`config.mk`:
```
export PLATFORM = sky130hd
export DESIGN_NAME = lru_page_frame_manager
export DESIGN_NICKNAME = d
export VERILOG_FILES = /design/src/pfm_pkg.sv /design/src/pfm_frame_table.sv /design/src/pfm_id_alloc.sv /design/src/lru_page_frame_manager.sv
export SDC_FILE = /design/constraint.sdc
export NUM_CORES = 1
export LEC_CHECK = 0
export BUFFER_PORTS_ARGS = -buffer_cell sky130_fd_sc_hd__clkbuf_2
export CAP_MARGIN = 20
export CORE_MARGIN = 2
export CORE_UTILIZATION = 55
export CTS_CLUSTER_SIZE = 30
export DETAILED_ROUTE_END_ITERATION = 16
export PLACE_DENSITY = 0.72
export SLEW_MARGIN = 20
export SYNTH_ARGS = -nofsm -noshare
export SYNTH_HDL_FRONTEND = slang
export SYNTH_SLANG_ARGS = --single-unit
```
`constraint.sdc`:
```
create_clock -name clock -period 8.2 [get_ports clock]
set_input_delay 0.82 -clock clock [delete_from_list [all_inputs] [get_ports clock]]
set_output_delay 0.82 -clock clock [all_outputs]
set_load 0.01 [all_outputs]
```
`src/pfm_pkg.sv`:
```
// Package for the LRU page frame manager: sizes, operation and status codes,
// channel payload structs and the control structs passed between submodules.
// No dependencies.
package pfm_pkg;

   localparam int FRAMES       = 4;
   localparam int FRAME_W      = $clog2(FRAMES);
   localparam int DISK_PAGES   = 16;
   localparam int ID_W         = $clog2(DISK_PAGES);
   localparam int CNT_W        = $clog2(DISK_PAGES) + 1;
   localparam int AGE_BITS_DEF = 8;

   localparam logic [1:0] KIND_ACCESS = 2'd0;
   localparam logic [1:0] KIND_ALLOC  = 2'd1;
   localparam logic [1:0] KIND_FREE   = 2'd2;
   localparam logic [1:0] KIND_RSVD   = 2'd3;

   localparam logic [2:0] STATUS_HIT     = 3'd0;
   localparam logic [2:0] STATUS_MISS    = 3'd1;
   localparam logic [2:0] STATUS_ALLOC   = 3'd2;
   localparam logic [2:0] STATUS_FREED   = 3'd3;
   localparam logic [2:0] STATUS_NO_ID   = 3'd4;

   typedef struct packed {
      logic [1:0]      kind;
      logic [ID_W-1:0] page_id;
   } req_type;

   typedef struct packed {
      logic [2:0]         status;
      logic [FRAME_W-1:0] frame_index;
      logic               evicted_valid;
      logic [ID_W-1:0]    evicted_page;
      logic [ID_W-1:0]    new_page_id;
   } rsp_type;

   // one operation presented to the state-holding units
   typedef struct packed {
      logic            fire;
      logic [1:0]      kind;
      logic [ID_W-1:0] page_id;
   } op_type;

   typedef struct packed {
      logic               hit;
      logic [FRAME_W-1:0] frame_index;
      logic               evicted_valid;
      logic [ID_W-1:0]    evicted_page;
   } frame_res_type;

   typedef struct packed {
      logic            ok;
      logic [ID_W-1:0] new_page_id;
   } id_res_type;

endpackage

```
`src/pfm_frame_table.sv`:
```
// Frame table: valid/page/age per frame, hit lookup, empty-frame and
// oldest-frame selection, and the per-operation update. Uses pfm_pkg.
module pfm_frame_table #(
   parameter int AGE_BITS = pfm_pkg::AGE_BITS_DEF
) (
   input  logic                  clock,
   input  logic                  reset,
   input  pfm_pkg::op_type       op,
   output pfm_pkg::frame_res_type res
);

   localparam int FRAMES  = pfm_pkg::FRAMES;
   localparam int FRAME_W = pfm_pkg::FRAME_W;
   localparam int ID_W    = pfm_pkg::ID_W;
   localparam logic [AGE_BITS-1:0] AGE_MAX = {AGE_BITS{1'b1}};

   logic                valid_ff [FRAMES];
   logic                valid_in [FRAMES];
   logic [ID_W-1:0]     page_ff  [FRAMES];
   logic [ID_W-1:0]     page_in  [FRAMES];
   logic [AGE_BITS-1:0] age_ff   [FRAMES];
   logic [AGE_BITS-1:0] age_in   [FRAMES];

   logic                hit;
   logic [FRAME_W-1:0]  hit_idx;
   logic                any_empty;
   logic [FRAME_W-1:0]  empty_idx;
   logic [FRAME_W-1:0]  victim_idx;
   logic [AGE_BITS-1:0] victim_age;
   logic [ID_W-1:0]     victim_page;
   logic [FRAME_W-1:0]  target;
   logic                do_access;
   logic                do_free;
   logic                dup_page;

   assign do_access = op.fire && (op.kind == pfm_pkg::KIND_ACCESS);
   assign do_free   = op.fire && (op.kind == pfm_pkg::KIND_FREE);

   // lookup and selection; lowest frame wins every tie
   always_comb begin
      hit         = 1'b0;
      hit_idx     = '0;
      any_empty   = 1'b0;
      empty_idx   = '0;
      for (int i = FRAMES - 1; i >= 0; i--) begin
         if (valid_ff[i] && (page_ff[i] == op.page_id)) begin
            hit     = 1'b1;
            hit_idx = FRAME_W'(i);
         end
         if (!valid_ff[i]) begin
            any_empty = 1'b1;
            empty_idx = FRAME_W'(i);
         end
      end
      victim_idx  = '0;
      victim_age  = age_ff[0];
      victim_page = page_ff[0];
      for (int i = 1; i < FRAMES; i++) begin
         if (age_ff[i] > victim_age) begin
            victim_idx  = FRAME_W'(i);
            victim_age  = age_ff[i];
            victim_page = page_ff[i];
         end
      end
      if (hit)
         target = hit_idx;
      else if (any_empty)
         target = empty_idx;
      else
         target = victim_idx;
   end

   always_comb begin
      for (int i = 0; i < FRAMES; i++) begin
         valid_in[i] = valid_ff[i];
         page_in[i]  = page_ff[i];
         age_in[i]   = age_ff[i];
         if (do_access) begin
            if (target == FRAME_W'(i)) begin
               valid_in[i] = 1'b1;
               page_in[i]  = op.page_id;
               age_in[i]   = '0;
            end
            if (valid_in[i] && (age_in[i] != AGE_MAX))
               age_in[i] = age_in[i] + 1'b1;
         end else if (do_free && hit && (hit_idx == FRAME_W'(i))) begin
            valid_in[i] = 1'b0;
            page_in[i]  = '0;
            age_in[i]   = '0;
         end
      end
   end

   always_ff @(posedge clock) begin
      if (reset) begin
         for (int i = 0; i < FRAMES; i++) begin
            valid_ff[i] <= 1'b0;
            page_ff[i]  <= '0;
            age_ff[i]   <= '0;
         end
      end else begin
         for (int i = 0; i < FRAMES; i++) begin
            valid_ff[i] <= valid_in[i];
            page_ff[i]  <= page_in[i];
            age_ff[i]   <= age_in[i];
         end
      end
   end

   always_comb begin
      res.hit           = hit;
      res.evicted_valid = do_access && !hit && !any_empty;
      res.evicted_page  = res.evicted_valid ? victim_page : '0;
      case (op.kind)
         pfm_pkg::KIND_ACCESS: res.frame_index = target;
         pfm_pkg::KIND_FREE:   res.frame_index = hit_idx;
         default:              res.frame_index = '0;
      endcase
   end

   // a page never sits in two valid frames
   always_comb begin
      dup_page = 1'b0;
      for (int i = 0; i < FRAMES; i++)
         for (int j = i + 1; j < FRAMES; j++)
            if (valid_ff[i] && valid_ff[j] && (page_ff[i] == page_ff[j]))
               dup_page = 1'b1;
   end

   a_no_dup_page: assert property (@(posedge clock) disable iff (reset) !dup_page)
      else $error("page held by two frames");

   a_empty_frame_young: assert property (@(posedge clock) disable iff (reset)
      !valid_ff[0] |-> (age_ff[0] == '0))
      else $error("empty frame has nonzero age");

   a_access_fills: assert property (@(posedge clock) disable iff (reset)
      do_access && !any_empty |=> valid_ff[0])
      else $error("full table lost frame 0 on access");

endmodule

```
`src/pfm_id_alloc.sv`:
```
// Page id allocator: freed-id map with lowest-first reuse and a fresh-id
// counter. Uses pfm_pkg.
module pfm_id_alloc (
   input  logic               clock,
   input  logic               reset,
   input  pfm_pkg::op_type    op,
   output pfm_pkg::id_res_type res
);

   localparam int DISK_PAGES = pfm_pkg::DISK_PAGES;
   localparam int ID_W       = pfm_pkg::ID_W;
   localparam int CNT_W      = pfm_pkg::CNT_W;

   logic [DISK_PAGES-1:0] freed_ff;
   logic [DISK_PAGES-1:0] freed_in;
   logic [CNT_W-1:0]      fresh_ff;
   logic [CNT_W-1:0]      fresh_in;
   logic                  any_freed;
   logic [ID_W-1:0]       freed_idx;
   logic [CNT_W-1:0]      fresh_next;
   logic                  fresh_ok;

   always_comb begin
      any_freed = 1'b0;
      freed_idx = '0;
      for (int i = DISK_PAGES - 1; i >= 0; i--) begin
         if (freed_ff[i]) begin
            any_freed = 1'b1;
            freed_idx = ID_W'(i);
         end
      end
   end

   assign fresh_next = fresh_ff + 1'b1;
   assign fresh_ok   = fresh_next < CNT_W'(DISK_PAGES);

   always_comb begin
      freed_in = freed_ff;
      fresh_in = fresh_ff;
      if (op.fire) begin
         case (op.kind)
            pfm_pkg::KIND_ALLOC: begin
               if (any_freed)
                  freed_in[freed_idx] = 1'b0;
               else if (fresh_ok)
                  fresh_in = fresh_next;
            end
            pfm_pkg::KIND_FREE: begin
               if (CNT_W'(op.page_id) < CNT_W'(DISK_PAGES))
                  freed_in[op.page_id] = 1'b1;
            end
            default: ;
         endcase
      end
   end

   always_ff @(posedge clock) begin
      if (reset) begin
         freed_ff <= '0;
         fresh_ff <= '0;
      end else begin
         freed_ff <= freed_in;
         fresh_ff <= fresh_in;
      end
   end

   always_comb begin
      res.ok = any_freed || fresh_ok;
      if (any_freed)
         res.new_page_id = freed_idx;
      else if (fresh_ok)
         res.new_page_id = fresh_next[ID_W-1:0];
      else
         res.new_page_id = '0;
   end

   a_fresh_in_range: assert property (@(posedge clock) disable iff (reset)
      fresh_ff < CNT_W'(DISK_PAGES))
      else $error("fresh id counter out of range");

endmodule

```
`src/lru_page_frame_manager.sv`:
```
// LRU page frame manager, top level. A request passes the input register, then
// the result register, before its response is valid.
// Throughput: one request per cycle unless the response stalls; the frame
// lookup, oldest-frame select and id priority encode all finish between the
// two registers. A stalled response holds the input register, which stalls
// requests until the response drains.
// Reset (synchronous, active high) empties all frames, clears ages, the freed
// map and the fresh id counter, and drops both pipeline registers.
// Uses pfm_pkg, pfm_frame_table, pfm_id_alloc.
module lru_page_frame_manager #(
   parameter int AGE_BITS = pfm_pkg::AGE_BITS_DEF
) (
   input  logic             clock,
   input  logic             reset,
   input  logic             req_valid,
   output logic             req_stall,
   input  pfm_pkg::req_type req_payload,
   output logic             rsp_valid,
   input  logic             rsp_stall,
   output pfm_pkg::rsp_type rsp_payload
);

   // input register
   logic             in_valid_ff;
   logic             in_valid_in;
   pfm_pkg::req_type in_req_ff;
   pfm_pkg::req_type in_req_in;

   // result register
   logic             rsp_valid_ff;
   logic             rsp_valid_in;
   pfm_pkg::rsp_type rsp_ff;
   pfm_pkg::rsp_type rsp_in;

   logic                  advance;
   logic                  fire;
   logic                  req_take;
   pfm_pkg::op_type       op;
   pfm_pkg::frame_res_type frame_res;
   pfm_pkg::id_res_type    id_res;

   // The held request moves on when it makes no response (reserved kind) or
   // the result register is free or being drained this cycle.
   assign advance   = (in_req_ff.kind == pfm_pkg::KIND_RSVD) || !rsp_valid_ff || !rsp_stall;
   assign fire      = in_valid_ff && advance;
   assign req_stall = in_valid_ff && !advance;
   assign req_take  = req_valid && !req_stall;

   assign op.fire    = fire;
   assign op.kind    = in_req_ff.kind;
   assign op.page_id = in_req_ff.page_id;

   pfm_frame_table #(
      .AGE_BITS (AGE_BITS)
   ) u_frame_table (
      .clock (clock),
      .reset (reset),
      .op    (op),
      .res   (frame_res)
   );

   pfm_id_alloc u_id_alloc (
      .clock (clock),
      .reset (reset),
      .op    (op),
      .res   (id_res)
   );

   // response assembly per operation kind
   always_comb begin
      rsp_in               = '0;
      rsp_in.frame_index   = frame_res.frame_index;
      rsp_in.evicted_valid = frame_res.evicted_valid;
      rsp_in.evicted_page  = frame_res.evicted_page;
      case (in_req_ff.kind)
         pfm_pkg::KIND_ACCESS: begin
            rsp_in.status = frame_res.hit ? pfm_pkg::STATUS_HIT : pfm_pkg::STATUS_MISS;
         end
         pfm_pkg::KIND_ALLOC: begin
            rsp_in.status      = id_res.ok ? pfm_pkg::STATUS_ALLOC : pfm_pkg::STATUS_NO_ID;
            rsp_in.new_page_id = id_res.new_page_id;
         end
         pfm_pkg::KIND_FREE: begin
            rsp_in.status = pfm_pkg::STATUS_FREED;
         end
         default: rsp_in.status = pfm_pkg::STATUS_HIT;
      endcase
   end

   always_comb begin
      in_req_in   = in_req_ff;
      in_valid_in = in_valid_ff;
      if (req_take) begin
         in_req_in   = req_payload;
         in_valid_in = 1'b1;
      end else if (fire) begin
         in_valid_in = 1'b0;
      end

      rsp_valid_in = rsp_valid_ff;
      if (fire && (in_req_ff.kind != pfm_pkg::KIND_RSVD))
         rsp_valid_in = 1'b1;
      else if (!rsp_stall)
         rsp_valid_in = 1'b0;
   end

   always_ff @(posedge clock) begin
      if (reset) begin
         in_valid_ff  <= 1'b0;
         rsp_valid_ff <= 1'b0;
      end else begin
         in_valid_ff  <= in_valid_in;
         rsp_valid_ff <= rsp_valid_in;
      end
      in_req_ff <= in_req_in;
      if (fire && (in_req_ff.kind != pfm_pkg::KIND_RSVD))
         rsp_ff <= rsp_in;
   end

   assign rsp_valid   = rsp_valid_ff;
   assign rsp_payload = rsp_ff;

   a_fire_gives_rsp: assert property (@(posedge clock) disable iff (reset)
      fire && (in_req_ff.kind != pfm_pkg::KIND_RSVD) |=> rsp_valid_ff)
      else $error("processed request produced no response");

   a_evict_only_on_miss: assert property (@(posedge clock) disable iff (reset)
      rsp_valid_ff && rsp_ff.evicted_valid |-> (rsp_ff.status == pfm_pkg::STATUS_MISS))
      else $error("eviction reported without a miss");

   a_new_id_only_on_alloc: assert property (@(posedge clock) disable iff (reset)
      rsp_valid_ff && (rsp_ff.status != pfm_pkg::STATUS_ALLOC) |-> (rsp_ff.new_page_id == '0))
      else $error("page id reported outside an allocation");

endmodule
```
# Word level (Yosys, flattened, before mapping)
# Memory sizes are Yosys's and may differ from the RTL's.
# Index checks and enable logic that the tools add are counted.
# W data, S select, Z words.
[word_totals]
regBits = 43
latchBits = 0
mem_bits_rw = 52
romBits = 0
word_cells = 239
mem_count = 3
[op_classes]
n_addsub = 5
n_mul = 0
div_mod_pow = 0
magnitude_cmp = 8
eq_ne = 20
shifts = 0
n_mux = 137
bitwise_logic = 16
reduce_logical = 39
[mem_list]
columns = ["name", "words", "word_bits", "rd", "rd_clocked_by_memory_dff", "wr", "line_no", "rtl"]
rows = [
  ["u_frame_table.age_ff", 4, 8, 4, 0, 4, "pfm_frame_table.sv:21", "logic [AGE_BITS-1:0] age_ff [FRAMES];"],
  ["u_frame_table.page_ff", 4, 4, 4, 0, 4, "pfm_frame_table.sv:19", "logic [ID_W-1:0] page_ff [FRAMES];"],
  ["u_frame_table.valid_ff", 4, 1, 4, 0, 4, "pfm_frame_table.sv:17", "logic valid_ff [FRAMES];"],
]
[op_table]
columns = ["op", "n"]
rows = [
  ["$mux W8", 26],
  ["$mux W4", 37],
  ["$mux W1", 55],
  ["$add A8 B1 Y8 const B", 4],
  ["$ne A8 B8 Y1 const B", 4],
  ["$pmux W16 S2", 1],
  ["$gt A8 B8 Y1", 3],
  ["$mux W2", 12],
  ["$logic_and A1 B1 Y1", 23],
  ["$and A16 B16 Y16", 1],
  ["$eq A4 B4 Y1", 4],
  ["$mux W16", 1],
  ["$not A16 Y16", 1],
  ["$or A16 B16 Y16", 1],
  ["$eq A2 B2 Y1 const B", 6],
  ["$or A1 B1 Y1", 12],
  ["$lt A4 B5 Y1 const B", 2],
  ["$pmux W3 S3", 1],
  ["$demux W1 S4", 2],
  ["$ge A4 B1 Y1 const B", 2],
  ["$eq A2 B1 Y1 const B", 3],
  ["$logic_not A1 Y1", 6],
  ["$logic_not A2 Y1", 3],
  ["$add A5 B1 Y5 const B", 1],
  ["10 further kinds", 14],
]

# Depth between registers and ports, before layout
# Gate-level depths: netlist of the first run.
[depth]
ltp_word = 24
depth_mapped = 36

# Cells and area by module
# A second synthesis of the first run with hierarchy kept.
[unflattened]
cells_unflattened = 723
area_unflattened_um2 = 6053.3
[modules_own_cells]
columns = ["mod", "n_inst", "cells_each", "area_per_inst_um2", "seq_area_each_um2"]
rows = [
  ["pfm_frame_table", 1, 534, 4022.6, 1041.0],
  ["pfm_id_alloc", 1, 146, 1239.9, 420.4],
  ["lru_page_frame_manager", 1, 43, 790.8, 640.6],
]

# Least setup slack after synthesis of the first run
# Ideal clock, no wire load.
[synth_path]
path_kind = "reg-to-reg"
startpoint = "memory u_frame_table.age_ff[0][2] in the netlist's numbering"
endpoint = "memory u_frame_table.age_ff[3][7] in the netlist's numbering"
setup_time_ns = 0.072
arrival_time_ns = 6.681
t_required_ns = 8.128
path_slack_ns = 1.447
stages_incl_launch_ff = 35
n_path_buf = 5
cell_sequence = "dfxtp_1 > clkbuf_1 > inv_1 > ha_1 > o211ai_1 > a21oi_1 > o22ai_1 > clkbuf_1 > mux2i_1 > ha_1 > nor2b_1 > o211ai_1 > a21oi_1 > o21ai_0 > clkbuf_1 > nand2_1 > o21ai_0 > ha_1 > a41oi_1 > a21oi_1 > o22a_1 > clkbuf_1 > o21ba_2 > o21ai_4 > buf_4 > nand2_2 > and2_1 > ha_1 > nand4_1 > o21ai_0 > nor2_1 > and3_1 > a31oi_1 > o21ai_0 > a2bb2oi_1"
[synth_rtl]
columns = ["item", "line_no"]
rows = [
  ["from (decl)", "pfm_frame_table.sv:21"],
]

==> impl_metrics.toml, run 1 <==
[drt]
via_per_inst = 6.551
drtIter0Drc = 546
dr.pass1.iters = 5
remaining_drc_errors = 0
ant_nets = 0
post_drt_wl_per_cell_um = 18.52
wl_um = 16230
vias = 5739

[final_layout]
diodes = 0
final_cells = 876
nNetsFinal = 770
layout_common_cells = "75 x dfxtp_1, 71 x nand2_1, 63 x a21oi_1"
drive_above_1_share_pct = 9.511
final_area_um2 = 6415
areaGrowthSynthToFinish_pct = 6.458
layout_commonest_cell = "dfxtp_1"

[clock_tree]
cts_sinks = 95
clkLatencyLatePin_ps = 390
htree_num_levels = 3
cts_made_buffers = 9
post_cts_buffers = 0
cts-root-buf = "clkbuf_8"
clk_pin_slew_ps = 90
postCtsHoldBufs = 0
cts.path.max_buffers = 2
cts_tree = "built"
cts.repair.resized = 0

[critical_path]
crit_top_cell = "a21oi_1"
setup.worst_path.class = "reg2reg"
cp_slowest_cell = "o21ai_0"
start_kind = "flip-flop"
cp.arrival_ps = 7410
critPathMaxStageDelay_ps = 550
worstPathRequired_ps = 8510
crit_path_end_kind = "flip-flop"
crit_path_max_fanout = 22

[floorplanning]
die_h_um = 108.7
num_rows = 38
ios = 26
die_area_um2 = 11810
start_util_pct = 56.08
core_area_um2 = 10750
die_x_um = 108.7

[worst_hold_path]
hold_path.class = "reg2reg"

[logic_synthesis]
synthArstFlopShare_pct = 0
yosysWarnings = 0
ys.flop_type = "dfxtp_1"
synthesis.area_um2 = 6026
synth_cells = 719
syn-num-nets = 758
synthDistinctLibCells = 77
avgSynthCellArea_um2 = 8.381
synth-seq-area-share_pct = 34.88
synth_edf_count = 20
ys_seq_elements = 95

[timing]
finalSetupViolCount = 0
finClkSkew_ps = 8.932
worst_slew_pin_slew_ps = 1062
fin_crit_sh_pct = 86.55
min_period_ps = 7097
fin_tns_setup_ps = 0
relSlewSlack_pct = 28.51
rsz0062_at_grt = "false"
report.final.hold_viol_count = 0
drv_slew = 0
fmax_mhz = 140.9

[flow_run]
drv_cap = 0

[pwr]
swShare_pct = 30.86
ir_worst_vdd_uv = 128.7
seqPwrFrac_pct = 53.4
p_switching_w = 0.0002873
power_frac_comb_pct = 16.0
power_density_nw_per_um2 = 145.1
total_leakage_power_nw = 2.366
internal_power_w = 0.0006438
clockPowerShare_pct = 30.6

[global_route]
grt_util_all_layers_pct = 28.43
grt_max_degree = 43
first_global_vias = 5257
antenna_found_initial = 0
overflow = 0
grt_pass1_wl_um = 26240

[outcome]
outcome = "complete, no violations"

[placed_design]
placed_cell_area_um2 = 6251
gp_congestion = 0.8870
hpwl_um = 11450
port-buffer-count = 25
dp.cells = 860
==> sequential cells by signal (all words and copies together), names as in the netlist <==
register and cells:
u_frame_table.age_ff 32, u_frame_table.page_ff 16, u_id_alloc.freed_ff 16, rsp_payload 14
in_req_ff 6, u_id_alloc.fresh_ff 5, u_frame_table.valid_ff 4, in_valid_ff 1
rsp_valid 1
==> final cells by class <==
class,count,area [um^2]
clock buffer,10,127.6
clock inverter,6,36.28
fill,982,4330
inverter,26,97.59
multi-input combinational,563,3669
sequential,95,2102
tap,140,175.2
timing repair buffer,36,207.7
==> logic make-up after synthesis <==
logic type / share of synthesized area, %
simple gates: 21.76
flops: 34.88
fa+ha+maj: 6.022
compound gates: 27.39
buf+inv: 4.277
mux: 2.180
xor+xnor: 3.488
==> synthesized netlist by cell type (all sizes together) (6+ instances only) <==
| cell type | n | area [um^2] |
|---|---|---|
| and3 | 11 | 68.82 |
| nand2 | 72 | 272.8 |
| clkbuf | 25 | 93.84 |
| nor2 | 56 | 212.7 |
| buf | 10 | 66.30 |
| a2bb2oi | 6 | 52.55 |
| ha | 29 | 362.9 |
| a21oi | 63 | 315.3 |
| mux2i | 12 | 120.1 |
| and2 | 7 | 43.79 |
| edfxtp | 20 | 600.6 |
| o211ai | 15 | 131.4 |
| nor2b | 14 | 87.58 |
| dfxtp | 75 | 1501 |
| nor3 | 17 | 96.35 |
| or3 | 7 | 53.80 |
| inv | 26 | 97.59 |
| xor2 | 13 | 113.9 |
| a211oi | 23 | 190.2 |
| nor4 | 6 | 50.04 |
| nor3b | 6 | 45.04 |
| xnor2 | 11 | 96.34 |
| o21ai | 40 | 211.5 |
| a31oi | 22 | 137.6 |
| o31ai | 10 | 75.07 |
| nand4 | 16 | 100.1 |
| nand3 | 34 | 175.2 |
==> path summary, 6_finish.rpt <==
kind              depth (start not counted)                   startpoint  slack [ps]                           to
setup / recovery                         30   u_frame_table.age_ff[0][7]        1100   u_frame_table.age_ff[2][5]
hold / removal                            2  u_frame_table.page_ff[0][3]         510  u_frame_table.page_ff[0][3]
setup reg to reg                         30   u_frame_table.age_ff[0][7]        1100   u_frame_table.age_ff[2][5]
hold reg to reg                           2  u_frame_table.page_ff[0][3]         510  u_frame_table.page_ff[0][3]
==> critical path: cells and delay by family (launching register included) <==
| kind | cells | cell delay [ps] |
|---|---|---|
| AOI/OAI and AO/OA | 15 | 3250 |
| and+or+nand+nor | 7 | 1230 |
| adders and majority gates | 4 | 1180 |
| buffers and inverters | 4 | 860 |
| DFF | 1 | 480 |
==> power groups by stage <==
stage               Clock [W]  Combinational, W  Sequential (W)
detailed placement          0          0.000147        0.000508
global route         0.000305          0.000164        0.000499
global placement            0          0.000143        0.000508
floorplan                   0          0.000117        0.000503
CTS                  0.000289          0.000148        0.000497
finish               0.000285          0.000149        0.000497
==> layer usage <==
metal	track usage, %	share of wire (%)	up-vias
met5	0	0	-
met4	9.890	1.8	0
met3	3.766	7.3	26
met2	45.85	47	258
met1	39.26	44	2719
li1	-	-	2736
==> through the flow <==
stage	setup WS [ps]	total power, W	util (%)	hold slack [ps]
2_1_floorplan	1447	0.0006194	-	459.0
3_3_place_gp	1554	0.0006507	58.17	486.4
3_5_place_dp	1288	0.0006546	58.17	496.3
4_1_cts	1198	0.0009335	59.70	509.4
5_1_grt	571.9	0.0009669	59.70	545.4
6_report	1103	0.0009311	59.70	509.2
No activity file was read; power rests on OpenSTA's default activity.
==> run 2, diff against run 1 <==
--- a/config.mk
+++ b/config.mk
@@ -7,11 +7,13 @@
 export LEC_CHECK = 0
 export BUFFER_PORTS_ARGS = -buffer_cell sky130_fd_sc_hd__clkbuf_2
 export CAP_MARGIN = 20
+export CELL_PAD_IN_SITES_DETAIL_PLACEMENT = 1
+export CELL_PAD_IN_SITES_GLOBAL_PLACEMENT = 1
 export CORE_MARGIN = 2
-export CORE_UTILIZATION = 55
+export CORE_UTILIZATION = 48
 export CTS_CLUSTER_SIZE = 30
 export DETAILED_ROUTE_END_ITERATION = 16
-export PLACE_DENSITY = 0.72
+export PLACE_DENSITY_LB_ADDON = 0.1
 export SLEW_MARGIN = 20
 export SYNTH_ARGS = -nofsm -noshare
 export SYNTH_HDL_FRONTEND = slang
==> run 2 against run 1 <==
Clock skew is 2.2 ps lower. Worst setup slack worse by 200 ps. Sequential share of layout area decreased by 1.1 points. Sequential cell count unchanged. Combinational power increased by 5%. Power is 22% higher. Clock-buffer cell count decreased by 1. Critical path type unchanged. Highest routed layer unchanged.
==> impl_metrics.toml, run 2 (same netlist as run 1, synthesis figures left out) <==
[global_route]
grt_max_degree = 43
grt_pass1_wl_um = 31580
overflow = 0
grt_util_all_layers_pct = 30.24
first_global_vias = 6106
antenna_found_initial = 0

[timing]
report.final.hold_viol_count = 0
finalSetupViolCount = 0
fin_crit_sh_pct = 88.94
fin_tns_setup_ps = 0
relSlewSlack_pct = 32.54
rsz0062_at_grt = "false"
drv_slew = 0
final.setup.worst_slack_ps = 906.7
min_period_ps = 7293
fmax_mhz = 137.1
worst_slew_pin_slew_ps = 1004
whs_ps = 509.7
finClkSkew_ps = 6.712

[drt]
ant_nets = 0
wl_um = 19250
via_per_inst = 6.434
dr.pass1.iters = 4
drtIter0Drc = 522
vias = 5829
post_drt_wl_per_cell_um = 21.24
remaining_drc_errors = 0

[floorplanning]
die_h_um = 116.0
die_area_um2 = 13470
die_x_um = 116.0
core_area_um2 = 12110
num_rows = 40
start_util_pct = 49.75
ios = 26

[clock_tree]
clk_pin_slew_ps = 70
post_cts_buffers = 0
clkLatencyLatePin_ps = 360
cts_made_buffers = 9
cts-root-buf = "clkbuf_16"
cts.path.max_buffers = 2
cts.repair.resized = 0
htree_num_levels = 3
cts_tree = "built"
postCtsHoldBufs = 0
cts_sinks = 95

[final_layout]
drive_above_1_share_pct = 10.57
nNetsFinal = 772
largest_reg_flops = 32
final_core_util_pct = 54.89
layout_commonest_cell = "dfxtp_1"
reg_top3 = "u_frame_table.age_ff: 32 flops, u_frame_table.page_ff: 16 flops, u_id_alloc.freed_ff: 16 flops"
diodes = 0
regMostFlops = "u_frame_table.age_ff"
areaGrowthSynthToFinish_pct = 10.32
layout_common_cells = "75 x dfxtp_1, 71 x nand2_1, 63 x a21oi_1"

[critical_path]
reg2reg_from = "u_frame_table.age_ff[0][1]"
crit_start = "u_frame_table.age_ff[0][1]"
cp_slowest_cell = "o21ai_4"
start_kind = "flip-flop"
setup.worst_path.class = "reg2reg"
cp.arrival_ps = 7590
crit_path_end_kind = "flip-flop"
worstPathRequired_ps = 8490
crit_path_max_fanout = 23
critPathMaxStageDelay_ps = 610

[flow_run]
drv_cap = 0

[worst_hold_path]
hold_path.class = "reg2reg"
min_from = "u_frame_table.page_ff[0][3]"

[pwr]
ir_worst_vdd_uv = 198.9
total_leakage_power_nw = 2.462
power_density_nw_per_um2 = 170.9

[outcome]
outcome = "complete, no violations"

[placed_design]
dpl_worst_slack_ps = 1071
hpwl_um = 13830
gp_congestion = 0.8791
port-buffer-count = 25
==> run 2: path summary, 6_finish.rpt <==
kind              slack, ps  cells after the start                           to
setup / recovery        910                     31   u_frame_table.age_ff[3][7]
setup reg to reg        910                     31   u_frame_table.age_ff[3][7]
hold reg to reg         510                      2  u_frame_table.page_ff[0][3]
hold / removal          510                      2  u_frame_table.page_ff[0][3]
==> run 2: metal layers <==
| metal | wire (um) | share of wire, % | global-route usage, % | vias to the layer above |
|---|---|---|---|---|
| met1 | 8357 | 43 | 37.27 | 2899 |
| li1 | - | - | - | 2739 |
| met3 | 876 | 4.6 | 6.172 | 38 |
| met2 | 9527 | 49 | 52.40 | 153 |
| met5 | 0 | 0 | 0 | - |
| met4 | 485 | 2.5 | 10.95 | 0 |
==> run 2: worst max-delay path: cells and delay by family, from the launching register on <==
family,cells,cell delay [ps]
AO/OA/AOI/OAI,15,3310
AND/OR/NAND/NOR,8,1480
adder cells (fa/ha/maj),4,1180
buffers and inverters,3,590
flip-flops,1,350
multiplexers,1,320
==> run 2: final cells by class <==
cell class              count  area (um^2)
clock buffers               9        225.2
clock inverters             7        113.9
fillers                  1480         5464
inverters                  26        97.59
multi-input cells         563         3676
flip-flops and latches     95         2102
well taps                 168        210.2
repair buffers             38        222.7
==> run 2: stage by stage <==
step                instance area (um^2)  std cells  power (W)
floorplan                           6026        719  0.0006194
global placement                    6306        890  0.0006543
detailed placement                  6306        890  0.0006617
CTS                                 6645        906   0.001144
global route                        6648        906   0.001180
finish                              6648        906   0.001136
==> run 2: power breakdown <==
part	internal, W	switching (W)	total, W
logic	0.0000503	0.000106	0.000156
registers	0.000485	0.0000133	0.000499
clock network	0.000275	0.000207	0.000482
==> run 3, diff against run 2 <==
--- a/config.mk
+++ b/config.mk
@@ -10,7 +10,7 @@
 export CELL_PAD_IN_SITES_DETAIL_PLACEMENT = 1
 export CELL_PAD_IN_SITES_GLOBAL_PLACEMENT = 1
 export CORE_MARGIN = 2
-export CORE_UTILIZATION = 48
+export CORE_UTILIZATION = 25
 export CTS_CLUSTER_SIZE = 30
 export DETAILED_ROUTE_END_ITERATION = 16
 export PLACE_DENSITY_LB_ADDON = 0.1
==> run 3 against run 2 <==
Largest cell class unchanged. Combinational power up 3%. Critical endpoint unchanged. Sequential share of layout area fell by 0.75 points. Hold slack gained 8.2 ps. Sequential cell count unchanged. Clock skew increased by 8.3 ps. Critical path depth decreased by 1. Critical path type unchanged. Highest routed layer unchanged. First-iteration DRC count fell by 40%. Clock-buffer cell count stayed put. Clock power decreased by 10%. Final area grew 2.4%.
==> impl_metrics.toml, run 3 (same netlist as run 1, synthesis figures left out) <==
[worst_hold_path]
worst_hold_path.num_cells = 1
min_from = "u_id_alloc.fresh_ff[4]"
hold_path.class = "reg2reg"
min_to = "u_id_alloc.fresh_ff[4]"

[final_layout]
drive_above_1_share_pct = 10.81
final_cells = 1059
reg_top3 = "u_frame_table.age_ff: 32 flops, u_frame_table.page_ff: 16 flops, u_id_alloc.freed_ff: 16 flops"
largest_reg_flops = 32
final_core_util_pct = 28.92
areaGrowthSynthToFinish_pct = 13.00
regMostFlops = "u_frame_table.age_ff"
diodes = 0
nNetsFinal = 774
final_area_um2 = 6809
layout_common_cells = "75 x dfxtp_1, 71 x nand2_1, 62 x a21oi_1"
layout_commonest_cell = "dfxtp_1"

[flow_run]
drv_cap = 0

[floorplanning]
die_h_um = 159.3
num_rows = 56
die_area_um2 = 25360
ios = 26
die_x_um = 159.3
core_area_um2 = 23540
start_util_pct = 25.60

[drt]
post_drt_wl_per_cell_um = 20.44
remaining_drc_errors = 0
vias = 5720
drtIter0Drc = 315
via_per_inst = 5.401
dr.pass1.iters = 5
ant_nets = 0
wl_um = 21650

[pwr]
internal_power_w = 0.0007494
clockPowerShare_pct = 39.7
power_density_nw_per_um2 = 160.3
seqPwrFrac_pct = 45.7
total_leakage_power_nw = 2.455
swShare_pct = 31.33
p_switching_w = 0.0003419
ir_worst_vdd_uv = 78.69
power_frac_comb_pct = 14.6

[timing]
drv_slew = 0
fmax_mhz = 134.1
worst_slew_pin_slew_ps = 1037
fin_tns_setup_ps = 0
finClkSkew_ps = 14.99
whs_ps = 517.9
report.final.hold_viol_count = 0
fin_crit_sh_pct = 90.97
min_period_ps = 7460
relSlewSlack_pct = 30.36
rsz0062_at_grt = "false"
finalSetupViolCount = 0

[outcome]
outcome = "complete, no violations"

[critical_path]
crit_path_end_kind = "flip-flop"
setup.worst_path.class = "reg2reg"
worstPathRequired_ps = 8500
cp_slowest_cell = "o311a_1"
crit_top_cell = "a21oi_1"
crit_path_max_fanout = 14
reg2reg_depth = 30
rr_endpoint = "u_frame_table.age_ff[3][7]"
start_kind = "flip-flop"
cp.arrival_ps = 7760
reg2reg_from = "u_frame_table.age_ff[0][7]"
r2r_slack_ps = 740
critPathMaxStageDelay_ps = 540

[clock_tree]
clkLatencyLatePin_ps = 370
cts-root-buf = "clkbuf_16"
cts_made_buffers = 9
clk_pin_slew_ps = 80
post_cts_buffers = 0
cts.path.max_buffers = 2
cts_tree = "built"
cts_sinks = 95
htree_num_levels = 3

[global_route]
grt_max_degree = 43
overflow = 0
antenna_found_initial = 0
first_global_vias = 5979
grt_pass1_wl_um = 34600
grt_util_all_layers_pct = 17.24

[placed_design]
hpwl_um = 16080
dp.cells = 1043
placed_cell_area_um2 = 6520
gp_congestion = 0.7840
port-buffer-count = 25
==> run 3: cell type report <==
| cell class | instances | area [um^2] |
|---|---|---|
| Clock buffer | 9 | 225.2 |
| Clock inverter | 7 | 63.81 |
| Fill cell | 2821 | 16730 |
| Inverter | 26 | 97.59 |
| Multi-Input combinational cell | 563 | 3684 |
| Sequential cell | 95 | 2102 |
| Tap cell | 319 | 399.1 |
| Timing Repair Buffer | 40 | 237.7 |
==> run 3: repair_timing <==
action | CTS | global route
endpoints found under the hold margin | 0 | 0
endpoints found under the setup margin | 0 | 2
hold buffers | 0 | 0
gates resized for setup | 0 | 1
==> run 3: through the flow <==
stage                     worst slack [ps]  total power (W)
final                                740.5         0.001091
after global routing                 83.59         0.001150
after floorplan                       1447        0.0006194
after detailed placement             566.1        0.0006688
after global placement               837.0        0.0006636
after CTS                            561.4         0.001108
==> run 3: power groups by stage <==
stage | Clock [W] | Sequential (W) | Combinational, W
after CTS | 0.000450 | 0.000499 | 0.000160
after floorplan | 0 | 0.000503 | 0.000117
after global placement | 0 | 0.000509 | 0.000154
after detailed placement | 0 | 0.000510 | 0.000159
final | 0.000433 | 0.000498 | 0.000160
after global routing | 0.000472 | 0.000500 | 0.000178
==> run 3: worst max path at each step <==
stage / start / endpoint / slack, ps
finish: u_frame_table.age_ff[0][7] / u_frame_table.age_ff[3][7] / 740
global route: u_frame_table.age_ff[0][7] / u_frame_table.age_ff[3][7] / 80
CTS: u_frame_table.age_ff[0][7] / u_frame_table.age_ff[3][7] / 560
detailed placement: u_frame_table.age_ff[0][7] / u_frame_table.age_ff[3][7] / 570
global placement: u_frame_table.age_ff[0][7] / u_frame_table.age_ff[3][7] / 840
floorplan: u_frame_table.age_ff[0][2] / u_frame_table.age_ff[3][7] / 1450
==> run 3: critical path: cells and delay by family, from the launching register on <==
family / cells / cell delay (ps)
AO/OA/AOI/OAI: 16 / 4070
adder cells (fa/ha/maj): 4 / 1180
buffers and inverters: 3 / 660
flip-flops: 1 / 450
AND/OR/NAND/NOR: 7 / 1040
==> run 3: layer usage <==
layer,track usage (%),up-vias,share of wire (%)
met2,28.02,79,46
met1,24.20,2885,50
met4,4.215,0,1.2
met5,0,-,0
li1,-,2734,-
met3,2.266,22,2.2
